`src/sv/ildl_pkg.sv`:
```
// Shared types, codes and constants for the indexed doubly linked list.
`timescale 1ns / 1ps

package ildl_pkg;

    // Node values and pointers carried on the ports and in the stores
    localparam int FIELD_W       = 10;
    localparam int OP_W          = 2;
    localparam int DEFAULT_NODES = 1024;

    // Operation codes
    localparam logic [OP_W-1:0] OP_INSERT = 2'd0;
    localparam logic [OP_W-1:0] OP_QUERY  = 2'd1;
    localparam logic [OP_W-1:0] OP_DELETE = 2'd2;

    // Store write selections issued by the controller
    localparam int WSEL_W = 3;
    localparam logic [WSEL_W-1:0] WR_NONE     = 3'd0;
    localparam logic [WSEL_W-1:0] WR_INIT0    = 3'd1;
    localparam logic [WSEL_W-1:0] WR_INIT1    = 3'd2;
    localparam logic [WSEL_W-1:0] WR_INS_LINK = 3'd3;
    localparam logic [WSEL_W-1:0] WR_INS_FIX  = 3'd4;
    localparam logic [WSEL_W-1:0] WR_DEL_LINK = 3'd5;

    // Controller to datapath command
    typedef struct packed {
        logic              load;    // capture transaction, read both stores at anchor
        logic [WSEL_W-1:0] wr_sel;  // which pointer pair to write this cycle
    } dp_cmd_t;

endpackage

```
`src/sv/ildl_ctrl.sv`:
```
// Controller: sequences store init, insert, delete and query transactions.
`timescale 1ns / 1ps

module ildl_ctrl
    import ildl_pkg::*;
(
    input  logic            clk,
    input  logic            rst_n,
    input  logic            start,
    input  logic [OP_W-1:0] op,
    output logic            busy,
    output logic            result_valid,
    output dp_cmd_t         cmd
);

    localparam logic [2:0] ST_INIT0    = 3'd0;
    localparam logic [2:0] ST_INIT1    = 3'd1;
    localparam logic [2:0] ST_IDLE     = 3'd2;
    localparam logic [2:0] ST_INS_LINK = 3'd3;
    localparam logic [2:0] ST_INS_FIX  = 3'd4;
    localparam logic [2:0] ST_DEL_LINK = 3'd5;
    localparam logic [2:0] ST_QRY      = 3'd6;

    logic [2:0] state_reg;
    logic [2:0] state_next;
    logic       accept;

    assign accept       = start && (state_reg == ST_IDLE);
    assign busy         = (state_reg != ST_IDLE);
    assign result_valid = (state_reg == ST_QRY);

    always_comb
    begin
        state_next = state_reg;
        cmd.load   = accept;
        cmd.wr_sel = WR_NONE;
        case (state_reg)
            ST_INIT0:
            begin
                cmd.wr_sel = WR_INIT0;
                state_next = ST_INIT1;
            end
            ST_INIT1:
            begin
                cmd.wr_sel = WR_INIT1;
                state_next = ST_IDLE;
            end
            ST_IDLE:
            begin
                if (accept)
                begin
                    case (op)
                        OP_INSERT: state_next = ST_INS_LINK;
                        OP_QUERY:  state_next = ST_QRY;
                        OP_DELETE: state_next = ST_DEL_LINK;
                        default:   state_next = ST_IDLE;  // unused opcode
                    endcase
                end
            end
            ST_INS_LINK:
            begin
                cmd.wr_sel = WR_INS_LINK;
                state_next = ST_INS_FIX;
            end
            ST_INS_FIX:
            begin
                cmd.wr_sel = WR_INS_FIX;
                state_next = ST_IDLE;
            end
            ST_DEL_LINK:
            begin
                cmd.wr_sel = WR_DEL_LINK;
                state_next = ST_IDLE;
            end
            ST_QRY:
            begin
                state_next = ST_IDLE;
            end
            default:
            begin
                state_next = ST_IDLE;
            end
        endcase
    end

    always_ff @(posedge clk or negedge rst_n)
    begin
        if (!rst_n)
        begin
            state_reg <= ST_INIT0;
        end
        else
        begin
            state_reg <= state_next;
        end
    end

endmodule

```
`config.mk`:
```
export PLATFORM = sky130hd
export DESIGN_NAME = ildl_ctrl
export DESIGN_NICKNAME = d
export VERILOG_FILES = /design/src/sv/ildl_pkg.sv /design/src/sv/ildl_ctrl.sv
export SDC_FILE = /design/constraint.sdc
export NUM_CORES = 1
export LEC_CHECK = 0
export BUFFER_PORTS_ARGS = -buffer_cell sky130_fd_sc_hd__buf_4
export CAP_MARGIN = 40
export CORE_AREA = 2 2 39 41
export DETAILED_ROUTE_END_ITERATION = 8
export DIE_AREA = 0 0 41 43
export RECOVER_POWER = 50
export SYNTH_ARGS = -nofsm -noshare
export SYNTH_HDL_FRONTEND = slang
export SYNTH_SLANG_ARGS = --single-unit
```
`constraint.sdc`:
```
create_clock -name clk -period 2.25 [get_ports clk]
set_input_delay 0.675 -clock clk [delete_from_list [all_inputs] [get_ports clk]]
set_output_delay 0.675 -clock clk [all_outputs]
set_load 0.05 [all_outputs]
```
==> run_results.csv <==
group,metric,value,unit
die,dieArea,0.001763,mm^2
placement,portBuffers,10,
final_layout,antenna_cells,0,
setup_path,slowest_delay,0.42,ns
setup_path,cp_slowest_cell,"dfrtp_1",
clocking,htreeDepth,1,
outcome,status,"finished, final reports clean",
routing,drt_iter0_drc,1,
die,die_w,41,um
timing,setup_tns,0,ns
clocking,numCtsBuffers,3,
setup_path,crit_fanout,6,
die,fp.dieH,43,um
synth,async_flop_share,1.000,
die,core-area,0.001384,mm^2
placement,pre_cts_slack,0.4759,ns
synth,synthFlopType,"dfrtp_1",
setup_path,crit_top_cell,"nand2b_1",
clocking,cts_root_buffer,"clkbuf_4",
clocking,clock_sinks,3,
routing,vias_per_cell,3.789,
flow_run,maxCapViolCount,0,
clocking,cts_post_setup_buffers_inserted,0,
routing,num_vias,216,
final_layout,drive_gt1_frac,0.2927,
final_layout,num-nets-final,50,
timing,max_freq,0.5060,GHz
final_layout,largest_reg_flops,3,
clocking,ctsResizeCount,0,
die,rows,14,
timing,finalMaxSlewViolations,0,
setup_path,critical_path_depth,4,
final_layout,area_delta_synth_final,47.83,%
timing,layout_setup_ws,0.2736,ns
final_layout,layout_commonest_cell,"buf_4",
setup_path,crit_buf_inv,1,
die,initial_core_util,0.1664,
timing,hold_violations,0,
synth,synthCells,28,
final_layout,final_cell_mix,"8 x buf_4, 4 x inv_1, 4 x nor2_1, 4 x clkbuf_4",
global_routing,overflow,0,
routing,wl_per_cell,8.070,um
hold_path,holdCritPathClass,"primary input to asynchronous set/reset pin",
timing,finalCritPeriodShare,0.8784,
global_routing,grt_max_degree,8,
timing,rsz0062_at_grt,"false",
setup_path,critPathKind,"flip-flop to output pin",
setup_path,rr_worst_depth,3,
synth,synth_seq_cells,3,
setup_path,cp.required,1.57,ns
timing,skew,0.002125,ns
clocking,insertion_delay,0.23,ns
global_routing,grt_antenna_before_repair,0,
synth,syn_nets,36,
global_routing,grtUsageTotal,0.06546,
clocking,path_clk_slew,0.04,ns
clocking,cts_tree,"yes",
routing,postRouteAntennaNets,0,
setup_path,r2r_setup_slack,1.18,ns
timing,slew_headroom,0.8740,
placement,post-place-cells,53,
synth,synth_area,230.2,um^2
clocking,cts_buffer_depth,2,
setup_path,cp-start-kind,"flip-flop",
final_layout,final_cell_count_no_fill,57,
setup_path,arrival,1.30,ns
setup_path,crit_path_end_kind,"output pin",
global_routing,grt_pass1_vias,199,
clocking,hold_buffers,0,
placement,gp_congestion,0.6051,
setup_path,critical-path-top-delay-family,"simple AND/OR/NAND/NOR gates",
synth,yosysSeqAreaShare,0.3261,
synth,synth_cell_types,15,
synth,syn_avg_cell_area,8.222,um^2
timing,tightestPinTransition,0.1890,ns
routing,drt_wl_total,460,um
timing,min_period,1.976,ns
routing,firstDrtPassIters,4,
die,io_pins,11,
global_routing,grt_pass1_wl,703,um
synth,synth_edf_count,0,
setup_path,path_cells,"nand2b_1 > nand2b_1 > nor2_1 > buf_4",
timing,setup_viol,0,
synth,ys.warnings.count,0,
routing,drc,0,
-- per-layer routing --
metal	track usage	part of all wire
met2	0.1063	0.48
met1	0.04221	0.39
met3	0.06283	0.13
met4	0.04000	0
met5	0	0
-- worst register-to-register path, cell delays in order, from the launching register on --
cell and delay (ns):
dfrtp_1 0.41, nand2b_1 0.17, a21oi_1 0.05, or3_1 0.31
-- stage by stage --
stage / instance area, um^2 / utilization / hold slack [ns]
floorplan: 230.2 / - / 0.3794
global placement: 317.8 / 0.2297 / 0.4654
detailed placement: 317.8 / 0.2297 / 0.4663
CTS: 344.1 / 0.2486 / 0.2151
global route: 340.3 / 0.2459 / 0.2357
finish: 340.3 / 0.2459 / 0.2423
-- cell families (layout without fill, tap and decap cells) --
kind of cell,after synthesis,in the layout,synth area share
compound gates,4,4,0.1032
fa+ha+maj,3,3,0.1631
flops,3,3,0.3261
buf+inv,5,18,0.09782
simple gates,12,12,0.2717
xor+xnor,1,1,0.03805
-- path summary, 6_finish.rpt --
path / from / end
setup / recovery: state_reg[0] / cmd[3]
hold / removal: rst_n / state_reg[1]
setup reg to reg: state_reg[0] / state_reg[1]
hold reg to reg: state_reg[0] / state_reg[0]
max in group asynchronous: rst_n / state_reg[0]
min in group clk: state_reg[0] / state_reg[0]
-- synthesized netlist by cell type (all sizes together) (2+ instances only) --
cell,instances,area share
inv,4,0.065
nor2,4,0.065
dfrtp,3,0.33
ha,3,0.16
a21oi,2,0.043
nand2b,2,0.054
nor2b,2,0.054
-- area by class of cell --
type	instances	area [um^2]
Fill cell	157	1044
Multi-Input combinational cell	20	132.6
Tap cell	16	20.02
Sequential cell	3	75.07
Inverter	4	15.01
Clock buffer	4	26.28
Timing Repair Buffer	10	71.32
Power is not shown: default switching activity piles up to over one toggle a cycle in this logic, so the estimate is an artifact.
